<file path="src/hdl/rbvi_pkg.sv">
// shared types, codes and fixed-point helpers for the rigid body velocity integrator
`timescale 1ns / 1ps

package rbvi_pkg;

    // slow ticks in a row before the body falls asleep
    localparam logic [7:0] SLEEP_TICKS = 8'd30;

    localparam logic signed [31:0] S32_MAX = 32'sh7FFF_FFFF;
    localparam logic signed [31:0] S32_MIN = 32'sh8000_0000;

    // command codes carried in s_tuser
    typedef enum logic [2:0] {
        CMD_TICK    = 3'd0,
        CMD_FORCE   = 3'd1,
        CMD_TORQUE  = 3'd2,
        CMD_IMPULSE = 3'd3,
        CMD_SET_VEL = 3'd4,
        CMD_SET_SPIN = 3'd5,
        CMD_WAKE    = 3'd6,
        CMD_SLEEP   = 3'd7
    } cmd_t;

    // configuration register indexes
    typedef enum logic [2:0] {
        REG_MODE      = 3'd0,
        REG_INV_MASS  = 3'd1,
        REG_INV_INER  = 3'd2,
        REG_DECAY     = 3'd3,
        REG_MAX_SPIN  = 3'd4,
        REG_SLEEP_SQ  = 3'd5,
        REG_GRAVITY   = 3'd6,
        REG_COM       = 3'd7
    } cfg_idx_t;

    // sequencer states
    typedef enum logic [4:0] {
        ST_IDLE,
        ST_DISP,
        ST_TK0, ST_TK1, ST_TK2, ST_TK3, ST_TK4, ST_TK5, ST_TK6, ST_TK7, ST_TK8,
        ST_P0, ST_P1, ST_P2, ST_P3, ST_P4, ST_P5,
        ST_Q0, ST_Q1,
        ST_CLAMP,
        ST_DONE
    } state_t;

    // operand pair for the shared multiplier
    typedef enum logic [3:0] {
        MUL_NONE,
        MUL_DX, MUL_DY, MUL_DW,
        MUL_SQX, MUL_SQY,
        MUL_CRA, MUL_CRB,
        MUL_PX, MUL_PY, MUL_PW,
        MUL_TQ
    } mul_sel_t;

    // write-back operation on the state registers
    typedef enum logic [4:0] {
        WB_NONE,
        WB_GRAV,
        WB_DX, WB_DY, WB_DW,
        WB_SQX, WB_SQY, WB_SLEEP_CHK,
        WB_CRA, WB_CRB,
        WB_PX, WB_PY, WB_PW,
        WB_CLAMP,
        WB_SETV, WB_SETW, WB_WAKE, WB_SLEEP,
        WB_IGN
    } wb_op_t;

    typedef struct packed {
        logic     load;
        mul_sel_t mul_sel;
        wb_op_t   wb_op;
        logic     capture;
    } dp_cmd_t;

    typedef struct packed {
        logic refused;
        logic fixed_rot;
    } dp_stat_t;

    // saturate a 33-bit signed sum to 32 bits
    function automatic logic signed [31:0] sat33(input logic signed [32:0] s);
        if (s[32] != s[31])
            return s[32] ? S32_MIN : S32_MAX;
        return s[31:0];
    endfunction

    // saturating 32-bit add
    function automatic logic signed [31:0] sat_add(input logic signed [31:0] a,
                                                  input logic signed [31:0] b);
        logic signed [32:0] s;
        s = {a[31], a} + {b[31], b};
        return sat33(s);
    endfunction

    // product >> 16 (floor), saturated to 32 bits
    function automatic logic signed [31:0] sat_q16(input logic signed [65:0] p);
        logic signed [65:0] t;
        t = p >>> 16;
        if (&t[65:31] || ~|t[65:31])
            return t[31:0];
        return t[65] ? S32_MIN : S32_MAX;
    endfunction

    // cross product >> 8 (floor), saturated to 32 bits
    function automatic logic signed [31:0] sat_cross(input logic signed [49:0] v);
        logic signed [49:0] t;
        t = v >>> 8;
        if (&t[49:31] || ~|t[49:31])
            return t[31:0];
        return t[49] ? S32_MIN : S32_MAX;
    endfunction

endpackage

</file>
<file path="src/hdl/rbvi_ctrl.sv">
// sequencer for the velocity integrator: steps the datapath through each command
`timescale 1ns / 1ps

module rbvi_ctrl
    import rbvi_pkg::*;
(
    input  logic     clk,
    input  logic     rst_n,
    input  logic     s_tvalid,
    output logic     s_tready,
    input  logic [2:0] s_cmd,
    output logic     m_tvalid,
    input  logic     m_tready,
    input  dp_stat_t dp_stat,
    output dp_cmd_t  dp_cmd
);

    state_t state_reg, state_next;
    cmd_t   cmd_reg, cmd_next;
    logic   m_tvalid_reg, m_tvalid_next;
    logic   out_free;
    logic   accept;

    assign s_tready = (state_reg == ST_IDLE);
    assign accept   = s_tvalid && s_tready;
    assign out_free = !m_tvalid_reg || m_tready;
    assign m_tvalid = m_tvalid_reg;

    // next state
    always_comb
    begin
        state_next = state_reg;
        unique case (state_reg)
            ST_IDLE:  state_next = accept ? ST_DISP : ST_IDLE;
            ST_DISP:
            begin
                unique case (cmd_reg)
                    CMD_TICK:    state_next = dp_stat.refused ? ST_DONE : ST_TK0;
                    CMD_FORCE,
                    CMD_IMPULSE: state_next = dp_stat.refused ? ST_DONE : ST_P0;
                    CMD_TORQUE:  state_next = (dp_stat.refused || dp_stat.fixed_rot) ?
                                              ST_DONE : ST_Q0;
                    default:     state_next = ST_DONE;
                endcase
            end
            ST_TK0:   state_next = ST_TK1;
            ST_TK1:   state_next = ST_TK2;
            ST_TK2:   state_next = ST_TK3;
            ST_TK3:   state_next = ST_TK4;
            ST_TK4:   state_next = ST_TK5;
            ST_TK5:   state_next = ST_TK6;
            ST_TK6:   state_next = ST_TK7;
            ST_TK7:   state_next = ST_TK8;
            ST_TK8:   state_next = ST_DONE;
            ST_P0:    state_next = ST_P1;
            ST_P1:    state_next = ST_P2;
            ST_P2:    state_next = ST_P3;
            ST_P3:    state_next = ST_P4;
            ST_P4:    state_next = ST_P5;
            ST_P5:    state_next = (cmd_reg == CMD_IMPULSE) ? ST_CLAMP : ST_DONE;
            ST_Q0:    state_next = ST_Q1;
            ST_Q1:    state_next = ST_CLAMP;
            ST_CLAMP: state_next = ST_DONE;
            ST_DONE:  state_next = out_free ? ST_IDLE : ST_DONE;
            default:  state_next = ST_IDLE;
        endcase
    end

    // datapath commands per state
    always_comb
    begin
        dp_cmd.load    = accept;
        dp_cmd.mul_sel = MUL_NONE;
        dp_cmd.wb_op   = WB_NONE;
        dp_cmd.capture = 1'b0;
        unique case (state_reg)
            ST_IDLE: ;
            ST_DISP:
            begin
                unique case (cmd_reg)
                    CMD_TICK,
                    CMD_FORCE,
                    CMD_IMPULSE:  dp_cmd.wb_op = dp_stat.refused ? WB_IGN : WB_NONE;
                    CMD_TORQUE:   dp_cmd.wb_op = (dp_stat.refused || dp_stat.fixed_rot) ?
                                                 WB_IGN : WB_NONE;
                    CMD_SET_VEL:  dp_cmd.wb_op = WB_SETV;
                    CMD_SET_SPIN: dp_cmd.wb_op = WB_SETW;
                    CMD_WAKE:     dp_cmd.wb_op = WB_WAKE;
                    CMD_SLEEP:    dp_cmd.wb_op = WB_SLEEP;
                    default:      dp_cmd.wb_op = WB_NONE;
                endcase
            end
            ST_TK0: dp_cmd.wb_op = WB_GRAV;
            ST_TK1: dp_cmd.mul_sel = MUL_DX;
            ST_TK2:
            begin
                dp_cmd.mul_sel = MUL_DY;
                dp_cmd.wb_op   = WB_DX;
            end
            ST_TK3:
            begin
                dp_cmd.mul_sel = MUL_DW;
                dp_cmd.wb_op   = WB_DY;
            end
            ST_TK4:
            begin
                dp_cmd.mul_sel = MUL_SQX;
                dp_cmd.wb_op   = WB_DW;
            end
            ST_TK5:
            begin
                dp_cmd.mul_sel = MUL_SQY;
                dp_cmd.wb_op   = WB_SQX;
            end
            ST_TK6: dp_cmd.wb_op = WB_SQY;
            ST_TK7: dp_cmd.wb_op = WB_CLAMP;
            ST_TK8: dp_cmd.wb_op = WB_SLEEP_CHK;
            ST_P0:  dp_cmd.mul_sel = MUL_CRA;
            ST_P1:
            begin
                dp_cmd.mul_sel = MUL_CRB;
                dp_cmd.wb_op   = WB_CRA;
            end
            ST_P2:
            begin
                dp_cmd.mul_sel = MUL_PX;
                dp_cmd.wb_op   = WB_CRB;
            end
            ST_P3:
            begin
                dp_cmd.mul_sel = MUL_PY;
                dp_cmd.wb_op   = WB_PX;
            end
            ST_P4:
            begin
                dp_cmd.mul_sel = MUL_PW;
                dp_cmd.wb_op   = WB_PY;
            end
            ST_P5:    dp_cmd.wb_op = WB_PW;
            ST_Q0:    dp_cmd.mul_sel = MUL_TQ;
            ST_Q1:    dp_cmd.wb_op = WB_PW;
            ST_CLAMP: dp_cmd.wb_op = WB_CLAMP;
            ST_DONE:  dp_cmd.capture = out_free;
            default: ;
        endcase
    end

    // output beat valid flag
    always_comb
    begin
        m_tvalid_next = m_tvalid_reg;
        if (dp_cmd.capture)
            m_tvalid_next = 1'b1;
        else if (m_tready)
            m_tvalid_next = 1'b0;
    end

    assign cmd_next = accept ? cmd_t'(s_cmd) : cmd_reg;

    // state registers
    always_ff @(posedge clk or negedge rst_n)
    begin
        if (!rst_n)
        begin
            state_reg    <= ST_IDLE;
            cmd_reg      <= CMD_TICK;
            m_tvalid_reg <= 1'b0;
        end
        else
        begin
            state_reg    <= state_next;
            cmd_reg      <= cmd_next;
            m_tvalid_reg <= m_tvalid_next;
        end
    end

    // a result beat only appears after the finishing step
    a_rise_from_done: assert property (@(posedge clk) disable iff (!rst_n)
        $rose(m_tvalid_reg) |-> $past(state_reg == ST_DONE))
        else $error("output valid rose outside the finishing step");

    // an accepted beat always starts dispatch
    a_accept_disp: assert property (@(posedge clk) disable iff (!rst_n)
        accept |=> state_reg == ST_DISP)
        else $error("accepted beat did not reach dispatch");

    // the output register is never overwritten while a beat waits
    a_capture_free: assert property (@(posedge clk) disable iff (!rst_n)
        dp_cmd.capture |-> (!m_tvalid_reg || m_tready))
        else $error("result captured over a pending beat");

endmodule

</file>
<file path="config.mk">
export PLATFORM = sky130hd
export DESIGN_NAME = rbvi_ctrl
export DESIGN_NICKNAME = d
export VERILOG_FILES = /design/src/hdl/rbvi_pkg.sv /design/src/hdl/rbvi_ctrl.sv
export SDC_FILE = /design/constraint.sdc
export NUM_CORES = 1
export LEC_CHECK = 0
export ABC_CLOCK_PERIOD_IN_PS = 2750
export CAP_MARGIN = 20
export CORE_MARGIN = 3
export CORE_UTILIZATION = 60
export CTS_BUF_LIST = sky130_fd_sc_hd__clkbuf_2 sky130_fd_sc_hd__clkbuf_4 sky130_fd_sc_hd__clkbuf_8
export CTS_CLUSTER_DIAMETER = 80
export DETAILED_ROUTE_END_ITERATION = 8
export DONT_BUFFER_PORTS = 1
export PLACE_DENSITY = 0.73
export RECOVER_POWER = 50
export SYNTH_ARGS = -nofsm -noshare
export SYNTH_HDL_FRONTEND = slang
export SYNTH_SLANG_ARGS = --single-unit
</file>
<file path="constraint.sdc">
create_clock -name clk -period 2.75 [get_ports clk]
set_input_delay 0.4125 -clock clk [delete_from_list [all_inputs] [get_ports clk]]
set_output_delay 0.4125 -clock clk [all_outputs]
set_load 0.03 [all_outputs]
</file>
Word level (Yosys, flattened, before mapping):

Cells that the tools add are included.

* equal/unequal tests: 27
* muxes and demuxes: 16
* reductions and logical operators: 12

Operators by type and width (count)
* one-hot mux 5 bit (20 select lines): 1
* one-hot mux 5 bit (14 select lines): 1
* one-hot mux 4 bit (11 select lines): 1
* == test 5 x 4 -> 1 bit, second input constant: 8
* one-hot mux 5 bit (6 select lines): 1
* == test 5 bit, second input constant: 5
* two-way mux 5 bit: 5
* == test 5 x 3 -> 1 bit, second input constant: 4
* one-hot mux 5 bit (3 select lines): 1
* == test 3 bit, second input constant: 4
* == test 5 x 2 -> 1 bit, second input constant: 2
* OR reduction 2 bit: 4
* == test 3 x 2 -> 1 bit, second input constant: 2
* two-way mux 3 bit: 2
* == test 5 x 1 -> 1 bit, second input constant: 1
* logical NOT 5 bit: 1
* two-way mux 1 bit: 4
* == test 3 x 1 -> 1 bit, second input constant: 1
* logical NOT 3 bit: 1
* OR reduction 3 bit: 1
* logical OR 1 bit: 2
* nonzero test 2 bit: 1
* logical AND 1 bit: 1
* logical NOT 1 bit: 1

* register bits after elaboration: 9
* input bits: 9

Depth between registers and ports, before layout:

* depth after elaboration: 4
* gate-level depth with buffers: 6
* depth with buffers taken out: 4

Least setup slack after synthesis:

No wires, ideal clock.

* kind: register to output
* start: register state_reg[3]
* end: output port dp_cmd[2] (netlist bit)
* data arrival time: 1.845 ns
* data required time: 2.338 ns
* setup slack: 0.493 ns
* cell stages (with the launch flop): 4
* buffers on the path: 2
* cells stage by stage: dfrtp_1 -> buf_4 -> buf_6 -> o41ai_1

RTL lines
* start, declared: RTL line rbvi_ctrl.sv:18 `state_t state_reg, state_next;`
* start signal, assigned: RTL line rbvi_ctrl.sv:171 `state_reg <= state_next;`
* end, declared: RTL line rbvi_ctrl.sv:15 `output dp_cmd_t dp_cmd`

==> results.txt <==
----------------------------------------------------
[Synthesis]
  Area contributors post-synth ... dfrtp_1 23%, a21oi_1 8.0%, nor2_1 5.3%, mux2_4 4.5%, buf_4 3.8%
  Post-synthesis sequential area ratio ... 22.50%
  Simple-gate area share of the yosys netlist ... 29.00%
  Post-synth EDFFs ... 0
  Parity-gate share of the synthesized area counting xor and xnor cells ... 0%
  Asr flop ratio synth ... 100.0%
  Synthesized netlist cell count ... 131
  Adder-cell share of the synthesized area ... 0%
  Flip-flop and latch count after synthesis ... 9
  Dominant combinational cell family by area after synthesis ... compound AO/OA/AOI/OAI gates
  Number of distinct library cell variants in the gate-level netlist after synthesis ... just over 50
  Mux cell area share after synthesis ... 5.500%
  Top-area cell type share of the netlist area ... approximately 23%
  Synthesized netlist net count ... 140
  Most area-hungry cell type in the Yosys netlist ... dfrtp_1
  Ys Warns ... 0
  Average cell area after synthesis ... 7.641 µm²
  Share of the synthesized area in compound gates (AO/OA/AOI/OAI) ... 31.38%
  Mapped Area ... 1001 µm²
  Primary flip-flop cell chosen by synthesis mapping ... dfrtp_1

[Hold path]
  Hold Path Class ... input port to flip-flop

[Timing]
  Unrepaired setup endpoints after global routing ... false
  Minimum clock period ... 2.435 ns
  Final TNS setup ... 0 ns
  Final hold violation count ... 0
  Max-slew headroom at the worst pin ... between 50% and 60%
  Slew @ Worst Pin ... 0.6447 ns
  Clock tree skew after final layout ... 0.001300 ns
  Slew Viols, Final ... 0
  Top achievable clock speed ... 0.4106 GHz
  Count of endpoints failing setup in the final report ... 0
  Fraction of the cycle the final worst path needs ... between 80% and 90%

[Drt]
  Vias ... ~970
  Drt first-iter violations ... 27
  Residual DRC count ... 0
  DR pass1 iterations ... 4
  Antenna Violating Nets Remaining ... 0
  Routed wire length ... 2.371 mm
  Wire per inst ... 16.24 µm
  Detail-routed via count per cell ... 6.610

[Global routing]
  Number of antenna violations at the first check in global routing ... 0
  Remaining Overflow, GRT ... 0
  Pin count of the biggest net entering global routing ... 20
  Tot GR Track Use ... roughly a quarter
  Number of global-route vias before repair ... approximately 840
  First-pass GRT wire length ... 3.767 mm

[Layout]
  Nets@finish ... 140
  Area of all placed cells without fillers ... 1021 µm²
  Fill count ... between 100 and 150
  Area Overhead vs Synth ... 2.000%
  Number of diodes added for antenna fixing ... 0
  Fraction of layout cells with a size suffix above 1 ... 16.92%
  Flip-flop count of the largest register after layout ... 5
  Layout Cells excl Fill ... 146

[CTS]
  Maximum clock insertion buffer count ... 2
  Total clock buffers created by CTS ... 3
  TritonCTS clock tree ... yes
  Sink count of the clock tree ... 9
  H-tree depth ... 1
  Post-CTS setup buffers ... 0
  Clock transition at the registers of the reported paths ... ~0.060 ns
  Clock latency reported for the late side of the worst-skew pair ... 0.26 ns
  Root Buffer Master ... clkbuf_4

[Floorplanning]
  Die span in y ... 46.85 µm
  Rows ... 14
  Top-Level Pins ... 22
  Die span in x ... 46.85 µm
  Area of the core ... 1541 µm²
  Floorplan die area ... 2194 µm²
  Effective utilization at floorplan ... 64.94%

[Power and ir drop]
  Leakage power total ... roughly 0.44 nW
  Worst voltage drop across the vdd grid ... 807.1 µV
  Power per unit of standard cell area ... 1453 nW/µm²

[Critical path]
  Largest stage delay on the critical path ... 0.58 ns
  Worst setup path class ... flip-flop to output pin
  Data arrival, critical path ... 2.02 ns
  Worst endpoint required time ... about 2.3 ns
  Cell type of the slowest stage on the worst timing path ... dfrtp_1
  CP cell instances ... clkbuf_1 > nor3_2 > nand3_1 > a21oi_1
  Worst reg-to-reg setup slack ... between 0.8 and 0.9 ns
  Kind of cell adding the most delay to the critical path ... flip-flops
  Kind of capture point of the worst setup path ... output pin
  Element type at the critical path start ... flip-flop
  CP max FO ... 18
  Critical path buffer and inverter count ... 1

[Placement]
  Port-buffer cells ... 0
  DP HPWL ... 1.684 mm
  Total placed instance area ... about 990 µm²
  Global placement routability congestion ... 0.8819
  Number of placed instances with taps included ... about 140

[Job]
  Max_cap viols ... 0

[Status]
  Run status ... completed

----------------------------------------------------
==> layer usage <==
metal | GRT usage, % | up-vias | part of all wire, %
li1 | - | 477 | -
met1 | 34.80 | 448 | 48
met2 | 35.50 | 38 | 45
met3 | 6.130 | 2 | 7.0
met4 | 2.762 | 0 | 0.30
met5 | 0 | - | 0
==> area by class of cell <==
| cell class | count | area [µm²] | share of cell area, % |
|---|---|---|---|
| Clock buffer | 4 | 30.03 | 2.941 |
| Inverter | 6 | 22.52 | 2.206 |
| Multi-Input combinational cell | 102 | 656.9 | 64.34 |
| Sequential cell | 9 | 225.2 | 22.06 |
| Tap cell | 16 | 20.02 | 1.961 |
| Timing Repair Buffer | 9 | 66.31 | 6.495 |
==> logic make-up (layout without fill, tap and decap cells) <==
| logic type | count (synthesis) | after routing |
|---|---|---|
| DFF | 9 | 9 |
| muxes | 4 | 4 |
| and+or+nand+nor | 51 | 51 |
| buffers and inverters | 20 | 19 |
| AOI/OAI and AO/OA | 47 | 47 |
==> worst paths after layout <==
| path | end | from | depth (start not counted) |
|---|---|---|---|
| max | dp_cmd[5] | state_reg[2] | 4 |
| max reg2reg | cmd_reg[0] | state_reg[2] | 5 |
| max in group asynchronous | state_reg[0] | rst_n | 1 |
| min in group asynchronous | cmd_reg[0] | rst_n | 1 |
| min | cmd_reg[1] | s_cmd[1] | 1 |
| min reg2reg | cmd_reg[1] | cmd_reg[1] | 1 |
==> placed cells by master (no fill, tap or decap), types with 2 or more instances in the layout <==
master    synthesis  routed
a21oi_1          16      16
a31oi_1           2       2
a32oi_1           3       3
buf_4             5       7
clkbuf_4          0       4
dfrtp_1           9       9
inv_1             3       3
inv_2             2       2
mux2_4            3       3
nand2_1           7       7
nand2b_1          5       5
nand3b_1          2       2
nand4_1           2       2
nor2_1           14      15
nor2b_1           4       4
nor3_1            3       3
o21ai_0           3       4
o21ai_1           4       3
o22ai_1           3       3
o31ai_1           3       3
==> stage by stage <==
step	utilization, %	setup WS [ns]	total power [mW]	hold slack (ns)
after floorplan	-	0.4928	1.219	0.1169
after global placement	64.04	0.7107	1.358	0.1171
after detailed placement	64.04	0.6890	1.376	0.1170
after CTS	66.64	0.3850	1.496	0.2914
after global routing	66.23	0.1663	1.600	0.2820
final	66.23	0.3147	1.484	0.3003
==> where the power goes <==
| part | internal, mW | switching [mW] |
|---|---|---|
| Clock | 0.0657 | 0.0443 |
| Sequential | 0.194 | 0.199 |
| Combinational | 0.391 | 0.590 |
==> Yosys cell counts (2+ instances only) <==
library cell and instances:
inv_2 2, o21ai_1 4, nor3_1 3, buf_6 2, o21ai_0 3, a31oi_1 2, a32oi_1 3, nor2_1 14
nand2_1 7, buf_2 6, nand3b_1 2, nor2b_1 4, mux2_4 3, nand2b_1 5, buf_4 5, nand4_1 2
o31ai_1 3, a21oi_1 16, o22ai_1 3, inv_1 3, dfrtp_1 9
==> timing repair <==
action                    4_1_cts  5_1_grt
resized for setup               0        0
hold endpoints to repair        9        0
hold buffers                    1        0
Power figures use the tool's default switching activity.
